**src/design/ksh_pkg.sv**
```systemverilog
// ----------------------------------------------------------------------------
// ksh_pkg
// Shared types and constants for the k-th smallest heap selector.
// ----------------------------------------------------------------------------
`default_nettype none

package ksh_pkg;

    localparam int MAX_ELEMENTS = 1024;
    localparam int IDX_W        = $clog2(MAX_ELEMENTS);
    localparam int CNT_W        = IDX_W + 1;
    localparam int POS_W        = IDX_W + 2;
    localparam int K_W          = 11;
    localparam int VAL_W        = 32;
    localparam int CMP_W        = (CNT_W > K_W) ? CNT_W : K_W;

    typedef struct packed {
        logic signed [VAL_W-1:0] value;
        logic                    last;
    } in_item_t;

    typedef struct packed {
        logic signed [VAL_W-1:0] kth_value;
        logic                    invalid;
        logic                    overflow;
    } result_t;

    typedef struct packed {
        logic                    we;
        logic [IDX_W-1:0]        waddr;
        logic signed [VAL_W-1:0] wdata;
        logic [IDX_W-1:0]        raddr;
    } mem_req_t;

endpackage

`default_nettype wire

```
**src/design/ksh_seq.sv**
```systemverilog
// ----------------------------------------------------------------------------
// ksh_seq
// Load, heap build, k-1 extractions and result, over the heap RAM.
// ----------------------------------------------------------------------------
`default_nettype none

module ksh_seq
    import ksh_pkg::*;
(
    input  wire logic                    clk,
    input  wire logic                    rst_n,
    input  wire logic                    start,
    output logic                         busy,
    input  wire in_item_t                data,
    input  wire logic [K_W-1:0]          k_rank,
    output mem_req_t                     mem_req,
    input  wire logic signed [VAL_W-1:0] rdata,
    output logic                         done,
    output result_t                      result
);

    localparam logic [3:0] S_IDLE  = 4'd0;
    localparam logic [3:0] S_CHECK = 4'd1;
    localparam logic [3:0] S_LOAD  = 4'd2;
    localparam logic [3:0] S_LATCH = 4'd3;
    localparam logic [3:0] S_RDR   = 4'd4;
    localparam logic [3:0] S_CMP   = 4'd5;
    localparam logic [3:0] S_PUT   = 4'd6;
    localparam logic [3:0] S_EXT   = 4'd7;
    localparam logic [3:0] S_ROOT  = 4'd8;
    localparam logic [3:0] S_EMIT  = 4'd9;

    logic [3:0]              state_reg, state_next;
    logic [CNT_W-1:0]        count_reg, count_next;
    logic                    ovf_reg, ovf_next;
    logic [CNT_W-1:0]        size_reg, size_next;
    logic [K_W-1:0]          rem_reg, rem_next;
    logic [IDX_W-1:0]        i_reg, i_next;
    logic [IDX_W-1:0]        pos_reg, pos_next;
    logic [IDX_W-1:0]        ld_reg, ld_next;
    logic                    build_reg, build_next;
    logic signed [VAL_W-1:0] cur_reg, cur_next;
    logic signed [VAL_W-1:0] lval_reg, lval_next;
    logic                    done_reg, done_next;
    result_t                 result_reg, result_next;

    logic [POS_W-1:0]        lim;
    logic [POS_W-1:0]        l_pos, r_pos;
    logic                    bad;
    logic [CNT_W-1:0]        cnt_m1;
    logic                    take_l, take_r;
    logic [IDX_W-1:0]        best;
    logic signed [VAL_W-1:0] bval;
    logic [POS_W-1:0]        lb_pos;

    assign lim    = POS_W'(size_reg);
    assign l_pos  = {1'b0, pos_reg, 1'b1};
    assign r_pos  = {1'b0, pos_reg, 1'b0} + POS_W'(2);
    assign cnt_m1 = count_reg - CNT_W'(1);
    assign bad    = (k_rank == '0) || (CMP_W'(k_rank) > CMP_W'(count_reg));

    always_comb
    begin
        take_l = lval_reg < cur_reg;
        bval   = take_l ? lval_reg : cur_reg;
        best   = take_l ? l_pos[IDX_W-1:0] : pos_reg;
        take_r = (r_pos < lim) && (rdata < bval);
        if (take_r)
        begin
            bval = rdata;
            best = r_pos[IDX_W-1:0];
        end
        lb_pos = {1'b0, best, 1'b1};
    end

    always_comb
    begin
        state_next  = state_reg;
        count_next  = count_reg;
        ovf_next    = ovf_reg;
        size_next   = size_reg;
        rem_next    = rem_reg;
        i_next      = i_reg;
        pos_next    = pos_reg;
        ld_next     = ld_reg;
        build_next  = build_reg;
        cur_next    = cur_reg;
        lval_next   = lval_reg;
        done_next   = 1'b0;
        result_next = result_reg;
        mem_req     = '0;

        unique case (state_reg)
            S_IDLE:
            begin
                if (start)
                begin
                    if (count_reg == CNT_W'(MAX_ELEMENTS))
                    begin
                        ovf_next = 1'b1;
                    end
                    else
                    begin
                        mem_req.we    = 1'b1;
                        mem_req.waddr = count_reg[IDX_W-1:0];
                        mem_req.wdata = data.value;
                        count_next    = count_reg + CNT_W'(1);
                    end
                    if (data.last)
                    begin
                        state_next = S_CHECK;
                    end
                end
            end
            S_CHECK:
            begin
                if (bad)
                begin
                    done_next   = 1'b1;
                    result_next = '{kth_value: '0, invalid: 1'b1, overflow: ovf_reg};
                    count_next  = '0;
                    ovf_next    = 1'b0;
                    state_next  = S_IDLE;
                end
                else
                begin
                    size_next  = count_reg;
                    rem_next   = k_rank - K_W'(1);
                    i_next     = cnt_m1[IDX_W:1];
                    pos_next   = cnt_m1[IDX_W:1];
                    ld_next    = cnt_m1[IDX_W:1];
                    build_next = 1'b1;
                    state_next = S_LOAD;
                end
            end
            S_LOAD:
            begin
                mem_req.raddr = ld_reg;
                state_next    = S_LATCH;
            end
            S_LATCH:
            begin
                cur_next      = rdata;
                mem_req.raddr = l_pos[IDX_W-1:0];
                state_next    = (l_pos < lim) ? S_RDR : S_PUT;
            end
            S_RDR:
            begin
                lval_next     = rdata;
                mem_req.raddr = r_pos[IDX_W-1:0];
                state_next    = S_CMP;
            end
            S_CMP:
            begin
                if (best == pos_reg)
                begin
                    state_next = S_PUT;
                end
                else
                begin
                    mem_req.we    = 1'b1;
                    mem_req.waddr = pos_reg;
                    mem_req.wdata = bval;
                    mem_req.raddr = lb_pos[IDX_W-1:0];
                    pos_next      = best;
                    state_next    = (lb_pos < lim) ? S_RDR : S_PUT;
                end
            end
            S_PUT:
            begin
                mem_req.we    = 1'b1;
                mem_req.waddr = pos_reg;
                mem_req.wdata = cur_reg;
                if (build_reg && (i_reg != '0))
                begin
                    i_next     = i_reg - IDX_W'(1);
                    pos_next   = i_reg - IDX_W'(1);
                    ld_next    = i_reg - IDX_W'(1);
                    state_next = S_LOAD;
                end
                else
                begin
                    build_next = 1'b0;
                    state_next = S_EXT;
                end
            end
            S_EXT:
            begin
                if (rem_reg == '0)
                begin
                    state_next = S_ROOT;
                end
                else
                begin
                    rem_next  = rem_reg - K_W'(1);
                    size_next = size_reg - CNT_W'(1);
                    if (size_reg > CNT_W'(1))
                    begin
                        pos_next   = '0;
                        ld_next    = size_next[IDX_W-1:0];
                        state_next = S_LOAD;
                    end
                end
            end
            S_ROOT:
            begin
                mem_req.raddr = '0;
                state_next    = S_EMIT;
            end
            S_EMIT:
            begin
                done_next   = 1'b1;
                result_next = '{kth_value: rdata, invalid: 1'b0, overflow: ovf_reg};
                count_next  = '0;
                ovf_next    = 1'b0;
                state_next  = S_IDLE;
            end
            default:
            begin
                state_next = S_IDLE;
            end
        endcase
    end

    always_ff @(posedge clk or negedge rst_n)
    begin
        if (!rst_n)
        begin
            state_reg <= S_IDLE;
            count_reg <= '0;
            ovf_reg   <= 1'b0;
            build_reg <= 1'b0;
            done_reg  <= 1'b0;
        end
        else
        begin
            state_reg <= state_next;
            count_reg <= count_next;
            ovf_reg   <= ovf_next;
            build_reg <= build_next;
            done_reg  <= done_next;
        end
    end

    always_ff @(posedge clk)
    begin
        size_reg   <= size_next;
        rem_reg    <= rem_next;
        i_reg      <= i_next;
        pos_reg    <= pos_next;
        ld_reg     <= ld_next;
        cur_reg    <= cur_next;
        lval_reg   <= lval_next;
        result_reg <= result_next;
    end

    assign busy   = (state_reg != S_IDLE);
    assign done   = done_reg;
    assign result = result_reg;

endmodule

`default_nettype wire

```
**config.mk**
```make
export PLATFORM = sky130hd
export DESIGN_NAME = ksh_seq
export DESIGN_NICKNAME = d
export VERILOG_FILES = /design/src/design/ksh_pkg.sv /design/src/design/ksh_seq.sv
export SDC_FILE = /design/constraint.sdc
export NUM_CORES = 1
export LEC_CHECK = 0
export ABC_AREA = 1
export BUFFER_PORTS_ARGS = -buffer_cell sky130_fd_sc_hd__buf_2
export CORE_MARGIN = 2
export CORE_UTILIZATION = 30
export DETAILED_ROUTE_END_ITERATION = 10
export PLACE_DENSITY = 0.44
export SLEW_MARGIN = 20
export SYNTH_ARGS = -nofsm -noshare
export SYNTH_HDL_FRONTEND = slang
export SYNTH_SLANG_ARGS = --single-unit
```
**constraint.sdc**
```tcl
create_clock -name clk -period 10.9 [get_ports clk]
set_input_delay 2.18 -clock clk [delete_from_list [all_inputs] [get_ports clk]]
set_output_delay 2.18 -clock clk [all_outputs]
set_load 0.1 [all_outputs]
```
==> impl_results.md, run 1 <==
- Top cells by area, synth: edfxtp_1, ha_1, nand2_1
- Worst path slowest cell: nand2_4
- Post-synth ARST share: 10.7%
- Via density: approximately 5
- Slew Limit Fails: 0
- Dpl hpwl: 29800 µm
- Top FF cell, synth: edfxtp_1
- CP Capture Type: output pin
- Largest net degree at the start of global routing: 80
- Ys Warns: 0
- Number of antenna violations at the first check in global routing: 0
- CTS sink count: between 150 and 200
- Net count, final: between 1500 and 2000
- RSZ-0062 raised after global routing: false
- Remaining antenna violation count: 0
- Worst hold-check path type: register to register
- Cell Area, Synth: about 0.012 mm²
- Synth Area per Inst: approximately 8.1 µm²
- Hold-fix buffers, CTS: 0
- Synthesis-to-finish area growth: 16.5%
- Share of Yosys cell area claimed by the top area cell type: a little under two fifths
- Final GP Congestion: ~0.84
- Crit path launch type: register
- CTS root buffer: clkbuf_16
- DR vias: about 11000
- Post-CTS sizing: 0
- CTS buffer count: 17
- Routed WL: 39900 µm
- Min cycle time layout: about 9.5 ns
- WS Path Type: register to output pin
- Fmax: about 0.11 GHz
- Iter 0 DRT Violations: around 680
- CTS tree: yes
- Gate Count Post-Synth: ~1500
- Final period utilization: approximately 87%
- First-pass GRT wire length: about 60000 µm
- Seq cells post-synth: 168
- Clock latency at the later pin of the worst-skew pair: approximately 0.46 ns
- Initial core utilization: 30.2%
- Postcts setup bufs: 0
- Cell variety after synth: between 50 and 60
- Status: finished, final reports clean
- Clk_skew: around 0.0082 ns
- CP Data Required Time: a little under 9 ns
- Pre-antenna DRT Iters: 5
- Critical-path maximum fanout: 79
- Residual DRC count: 0
- Number of port buffers: roughly 170
- Site Rows: 74
- Syn_nets: approximately 1700
- Max-slew headroom: between 30% and 40%
- Die Y: slightly above 200 µm
- Clock Tree Buf Depth: 2
- Fin. Hold Viols: 0
- Final setup fails: 0
- Post-synthesis sequential area ratio: between 40% and 50%
- Fin Setup TNS: 0 ns
- Total core area: about 0.041 mm²
- CP peak stage delay: between 0.6 and 0.7 ns
- Number of global-route vias before repair: 10400
- CP arrival: between 7 and 8 ns
- GRT Residual Overflow: 0
- Tightest Pin Transition: about 0.97 ns
- IO Pins: approximately 170
- Most used cell, CP: nand2_1
- Max FFs per register: 34
- H-Tree Depth: 4
- Max-Cap Viols: 0
- WL/cell: approximately 18 µm
- Total track usage: 18.8%
- Share of layout cells above drive strength 1: 17.3%
- Antenna cells: 0
- Leading area contributor after synthesis: edfxtp_1
- Die area: ~0.043 mm²
- Die width: just over 200 µm
- EDFF count, synth: 150
- Clk slew on worst S/H paths: approximately 0.07 ns
## Yosys cell counts (8+ instances only)
cell and n:
a21oi_1 70, nand2_1 344, nor2_1 97, inv_2 9, xor2_1 23, ha_1 110
dfrtp_1 18, o21ai_1 14, nand3_2 41, clkbuf_1 36, o21ai_0 134, nor3_1 17
nand4_1 23, nand3_1 102, nor4_1 8, o211ai_1 16, inv_1 216, edfxtp_1 150
## layer usage
metal | vias to the layer above | GRT usage [%] | part of all wire (%)
met4 | 0 | 5.74 | 1.8
met1 | 5097 | 26.0 | 49
met5 | - | 0 | 0
met2 | 240 | 30.5 | 45
met3 | 40 | 2.63 | 3.9
li1 | 5402 | - | -
## cells by family (layout without fill, tap and decap cells)
| logic type | after synthesis | after routing | synth area share (%) |
|---|---|---|---|
| flip-flops | 168 | 168 | 40.4 |
| buffers and inverters | 281 | 437 | 9.10 |
| adder cells (fa/ha/maj) | 110 | 110 | 11.2 |
| XOR/XNOR | 28 | 28 | 2.00 |
| AO/OA/AOI/OAI | 265 | 265 | 12.2 |
| AND/OR/NAND/NOR | 662 | 662 | 25.2 |
## cells in the final DEF (no fill, tap or decap), types with 2 or more instances in the layout
| cell | count |
|---|---|
| nor4_1 | 8 |
| or2_2 | 4 |
| bufinv_16 | 5 |
| nand3_1 | 102 |
| o21bai_1 | 5 |
| clkbuf_16 | 17 |
| inv_1 | 216 |
| buf_4 | 10 |
| nand4_1 | 23 |
| and3_1 | 3 |
| a221oi_1 | 6 |
| buf_2 | 167 |
| o21ai_1 | 14 |
| o211ai_1 | 16 |
| o21ai_0 | 134 |
| a2111oi_0 | 2 |
| dfrtp_1 | 18 |
| a211oi_1 | 2 |
| nand2_4 | 2 |
| nor2_1 | 92 |
| xnor2_1 | 5 |
| edfxtp_1 | 150 |
| nand2_2 | 8 |
| ha_1 | 110 |
| nand3b_1 | 5 |
| a21oi_1 | 70 |
| inv_2 | 9 |
| o21ai_2 | 3 |
| nor3b_1 | 3 |
| nor3_1 | 15 |
| nor2_4 | 4 |
| xor2_1 | 23 |
| nand2_1 | 342 |
| clkinv_1 | 7 |
| nand3_2 | 41 |
| nor2_2 | 4 |
## worst paths after layout
check / from / end / slack (ns) / cells past startpoint
min in group asynchronous: rst_n / done / 1.66 / 1
max in group asynchronous: rst_n / count_reg[3] / 8.93 / 1
max reg2reg: cur_reg[31] / pos_reg[4] / 3.96 / 31
min reg2reg: ovf_reg / result[0] / 0.48 / 0
min: ovf_reg / result[0] / 0.48 / 0
max: cur_reg[31] / mem_req[27] / 1.42 / 33
## worst max-delay path, delay by kind of cell, from the launching register on
family / cells / cell delay, ns
adders and majority gates: 2 / 0.67
AOI/OAI and AO/OA: 5 / 1.18
DFF: 1 / 0.36
buffers and inverters: 5 / 1.57
and+or+nand+nor: 21 / 3.00
## layout make-up
type	instances	area, µm²
Tap cell	532	666
Timing Repair Buffer	178	938
Clock inverter	13	201
Fill cell	4297	26300
Inverter	228	856
Multi-Input combinational cell	1065	6260
Sequential cell	168	4950
Clock buffer	18	429
## stage by stage
stage | worst slack [ns] | cell area, µm² | utilization (%) | instances | hold slack (ns)
global route | 0.700 | 14300 | 35.2 | 2202 | 0.495
global placement | 1.91 | 13600 | 33.5 | 2170 | 0.458
CTS | 1.28 | 14300 | 35.1 | 2201 | 0.488
detailed placement | 1.84 | 13600 | 33.6 | 2170 | 0.453
floorplan | 3.45 | 12300 | - | 1514 | 0.425
finish | 1.42 | 14300 | 35.2 | 2202 | 0.485
Power of run 1 is not shown: default switching activity piles up to over one toggle a cycle in this logic, so the estimate is an artifact.
==> run 2, diff against run 1 <==
--- a/config.mk
+++ b/config.mk
@@ -11,6 +11,7 @@
 export CORE_UTILIZATION = 30
 export DETAILED_ROUTE_END_ITERATION = 10
 export PLACE_DENSITY = 0.44
+export REMOVE_ABC_BUFFERS = 1
 export SLEW_MARGIN = 20
 export SYNTH_ARGS = -nofsm -noshare
 export SYNTH_HDL_FRONTEND = slang
==> run 2 against run 1 <==
  * Global-route usage fell by 0.49 points
  * First-iteration DRC count fell by 6.8%
  * Critical path depth rose by 1
  * Die area did not move
  * Register-to-register slack got worse by 0.13 ns
  * Clock skew rose by 0.0057 ns
  * Routed wire length fell by 3.3%
  * Core utilization fell by 0.16 points
  * Maximum frequency fell by 0.94%
  * Via count fell by 0.73%
  * Setup slack got worse by 0.090 ns
  * Final cell count barely moved
  * Highest routed layer is now met5
==> impl_results.md, run 2 (synthesis results as in run 1) <==
- Postcts setup bufs: 0
- First-pass GRT wire length: between 50000 and 60000 µm
- Clk_skew: between 0.01 and 0.015 ns
- Number of antenna violations at the first check in global routing: 1
- CTS buffer count: 17
- Clock latency at the later pin of the worst-skew pair: between 0.4 and 0.5 ns
- H-Tree Depth: 4
- Slew Limit Fails: 0
- CP Data Required Time: 8.72 ns
- Clock Tree Buf Depth: 2
- IO Pins: between 150 and 200
- Max-Cap Viols: 0
- Filler cells: 4293
- Worst path slowest cell: nand2_4
- Max FFs per register: 34
- Site Rows: 74
- WL/cell: roughly 18 µm
- CTS root buffer: clkbuf_16
- Residual DRC count: 0
- CTS sink count: 168
- Total core area: ~0.041 mm²
- Via density: slightly below 5
- Number of global-route vias before repair: approximately 11000
- Worst hold-check path type: register to register
- Dpl hpwl: ~29000 µm
- Most used cell, CP: nand2_1
- Min cycle time layout: 9.57 ns
- Post-Place Setup Slack: between 1.5 and 2 ns
- Fin. Hold Viols: 0
- Clk slew on worst S/H paths: roughly 0.06 ns
- Critical-path maximum fanout: 54
- Post-CTS sizing: 0
- Tightest Pin Transition: ~1.1 ns
- Hold-fix buffers, CTS: 0
- WS Path Type: register to output pin
- Commonest non-fill, non-tap cell in the layout: nand2_1
- Share of layout cells above drive strength 1: 17.3%
- Final period utilization: 87.8%
- Remaining antenna violation count: 0
- Final setup fails: 0
- Routed WL: about 39000 µm
- DR vias: 10700
- Largest net degree at the start of global routing: 55
- RSZ-0062 raised after global routing: false
- Final GP Congestion: around 0.8
- CP peak stage delay: about 0.7 ns
- CTS tree: yes
- CP Capture Type: output pin
- Max-slew headroom: 29.2%
- Die area: approximately 0.043 mm²
- Most frequent cells in the layout: nand2_1, inv_1, buf_2, edfxtp_1, o21ai_0
- Fmax: ~0.10 GHz
- CP arrival: between 7 and 8 ns
- Synthesis-to-finish area growth: 16.0%
- Net count, final: 1848
- Initial core utilization: between 30 and 40%
- Antenna cells: 0
- Number of port buffers: between 150 and 200
- Crit path launch type: register
- Status: finished, final reports clean
- Die Y: between 200 and 250 µm
- Setup ws final: 1.33 ns
- Pre-antenna DRT Iters: 5
- Die width: between 200 and 250 µm
- GRT Residual Overflow: 0
- Total track usage: between 10% and 20%
- Fin Setup TNS: 0 ns
- Iter 0 DRT Violations: approximately 640
==> run 2: path summary, 6_finish.rpt <==
kind                              from      endpoint  slack [ns]  depth (start not counted)
hold / removal                 ovf_reg     result[0]        0.44                          0
min in group asynchronous        rst_n          done        1.70                          1
setup / recovery           cur_reg[31]   mem_req[51]        1.33                         34
setup reg to reg           cur_reg[31]    pos_reg[4]        3.83                         28
hold reg to reg                ovf_reg     result[0]        0.44                          0
max in group asynchronous        rst_n  count_reg[2]        8.86                          1
==> run 2: cell type report <==
cell class,count,area [µm²],share of cell area [%]
clock buffer,20,437,3.07
multi-input combinational,1065,6250,43.9
sequential,168,4950,34.8
inverter,228,856,6.01
tap,532,666,4.67
clock inverter,11,131,0.923
timing repair buffer,179,946,6.64
==> run 2: worst max-delay path: cells and delay by family, from the launching register on <==
family,cells,cell delay [ns]
DFF,1,0.35
AOI/OAI and AO/OA,5,0.81
buffers and inverters,4,0.89
and+or+nand+nor,23,4.17
adders and majority gates,2,0.67
==> run 2: metal layers <==
| layer | global-route usage, % | wire (µm) | vias to the layer above |
|---|---|---|---|
| met3 | 2.52 | 1570 | 26 |
| met2 | 31.2 | 18300 | 235 |
| met1 | 24.4 | 18200 | 5016 |
| met5 | 0 | 13 | - |
| li1 | - | - | 5421 |
| met4 | 4.92 | 516 | 2 |
==> run 2: metrics by stage <==
stage	cells	hold slack (ns)	cell area (µm²)	util [%]
3_3_place_gp	2171	0.435	13600	33.6
5_1_grt	2203	0.472	14200	35.0
3_5_place_dp	2172	0.441	13700	33.6
2_1_floorplan	1461	0.425	12000	-
6_report	2203	0.444	14200	35.0
4_1_cts	2203	0.445	14200	35.0
Power of run 2 is left out for the same reason.
==> run 3, diff against run 2 <==
==> constraint.sdc (replaced) <==
create_clock -name clk -period 10.9 [get_ports clk]
set_input_delay 2.18 -clock clk [delete_from_list [all_inputs] [get_ports clk]]
set_output_delay 2.18 -clock clk [all_outputs]
set_load 0.005 [all_outputs]
==> run 3 against run 2 <==
  * Non-clock buffer count fell by 4
  * Critical endpoint unchanged
  * Via count barely moved
  * Final cell count fell by 0.14%
==> impl_results.md, run 3 (synthesis results as in run 1) <==
- Min cycle time layout: 9.90 ns
- CP Data Required Time: between 8 and 9 ns
- RSZ-0062 raised after global routing: false
- Tightest Pin Transition: 1.06 ns
- Net count, final: roughly 1800
- WS Path Type: register to output pin
- Number of port buffers: between 150 and 200
- Post-CTS sizing: 0
- Most frequent cells in the layout: nand2_1, inv_1, buf_2, edfxtp_1, o21ai_0
- Placed cell areas: 0.0136 mm²
- FF-to-FF setup slack: between 3 and 4 ns
- Synthesis-to-finish area growth: 15.2%
- WL/cell: around 18 µm
- Remaining antenna violation count: 0
- Post-Place Setup Slack: roughly 1.3 ns
- Share of layout cells above drive strength 1: between 10% and 20%
- Number of antenna violations at the first check in global routing: 1
- Initial core utilization: a little under a third
- CP peak stage delay: around 0.74 ns
- CTS tree: yes
- Hold-fix buffers, CTS: 0
- IO Pins: about 170
- Crit path launch type: register
- Setup ws final: 1.00 ns
- PD cells: approximately 290 mW/mm²
- Filler cells: approximately 4300
- Max-slew headroom: between 20% and 30%
- DR vias: ~11000
- Die area: approximately 0.043 mm²
- Commonest non-fill, non-tap cell in the layout: nand2_1
- Worst setup path startpoint: lval_reg[31]
- Max FFs per register: 34
- Final setup fails: 0
- Clock latency at the later pin of the worst-skew pair: between 0.4 and 0.5 ns
- Residual DRC count: 0
- Clk_skew: 0.0143 ns
- Iter 0 DRT Violations: 620
- Total core area: 0.0406 mm²
- Routed WL: between 30000 and 40000 µm
- CP Capture Type: output pin
- H-Tree Depth: 4
- Most used cell, CP: nand2_1
- Pre-antenna DRT Iters: 5
- Die width: a little over 200 µm
- Critical-path maximum fanout: 86
- Final period utilization: roughly 90%
- CTS root buffer: clkbuf_16
- First-pass GRT wire length: 59100 µm
- Status: finished, final reports clean
- Layout Cells excl Fill: 2200
- Fin Setup TNS: 0 ns
- CP arrival: 7.72 ns
- Final std cell area, no fill: between 0.01 and 0.015 mm²
- Worst hold slack: ~0.45 ns
- Max-Cap Viols: 0
- Largest net degree at the start of global routing: 87
- Fin. Hold Viols: 0
- Number of global-route vias before repair: 10600
- Dpl cells: about 2200
- Postcts setup bufs: 0
- Reg2reg start: lval_reg[31]
- CTS sink count: approximately 170
- Clk slew on worst S/H paths: roughly 0.06 ns
- P_leak: approximately 6.5 nW
- Reg-to-Reg End: pos_reg[2]
- Via density: roughly 4.9
- GRT Residual Overflow: 0
- Slew Limit Fails: 0
- Fmax: just over 0.1 GHz
- Worst r2r path cells: 27
- Site Rows: between 70 and 80
- CTS buffer count: 17
- Total track usage: between 10% and 20%
- Dpl hpwl: ~28000 µm
- Final GP Congestion: about 0.83
- Clock Tree Buf Depth: 2
- VDD IR-drop max: 190 µV
- Worst path slowest cell: nand3_4
- Worst hold-check path type: register to register
- Die Y: just over 200 µm
- Setup crit end: mem_req[51]
## run 3: worst min path at each step
stage	end	cells after the start	from	slack, ns
floorplan	result[0]	0	ovf_reg	0.42
global placement	result[0]	0	ovf_reg	0.44
detailed placement	result[0]	0	ovf_reg	0.44
CTS	result[0]	0	ovf_reg	0.45
global route	result[0]	0	ovf_reg	0.46
finish	result[0]	0	ovf_reg	0.45
## run 3: critical path, delay by kind of cell, from the launching register on
kind	cells	cell delay (ns)
AOI/OAI and AO/OA	2	0.68
adders and majority gates	2	0.84
buffers and inverters	3	0.60
DFF	1	0.40
and+or+nand+nor	21	4.73
## run 3: area by class of cell
cell class	instances	area, µm²	share of cell area (%)
diodes	1	2.50	0.0177
repair buffers	175	896	6.33
well taps	532	666	4.70
clock inverters	10	81.3	0.575
multi-input cells	1065	6250	44.2
inverters	228	856	6.05
clock buffers	21	440	3.11
flip-flops and latches	168	4950	35.0
## run 3: per-layer routing
layer | share of wire (%) | vias to the layer above | global-route usage (%)
li1 | - | 5398 | -
met1 | 47 | 5056 | 24.0
met2 | 48 | 225 | 31.5
met3 | 4.1 | 24 | 2.73
met4 | 1.2 | 2 | 4.29
met5 | 0.034 | - | 0
## run 3: per-stage QoR
stage,power (mW),utilization [%]
2_1_floorplan,2.74,-
3_3_place_gp,3.55,33.5
3_5_place_dp,3.56,33.5
4_1_cts,4.16,34.8
5_1_grt,4.51,34.8
6_report,4.10,34.8
## run 3: where the power goes
| part | switching [mW] | internal [mW] |
|---|---|---|
| Sequential | 0.147 | 0.983 |
| Clock | 0.268 | 0.310 |
| Combinational | 1.61 | 0.782 |
| Total | 2.02 | 2.07 |
Note: power is estimated with default switching activity, not from simulation.
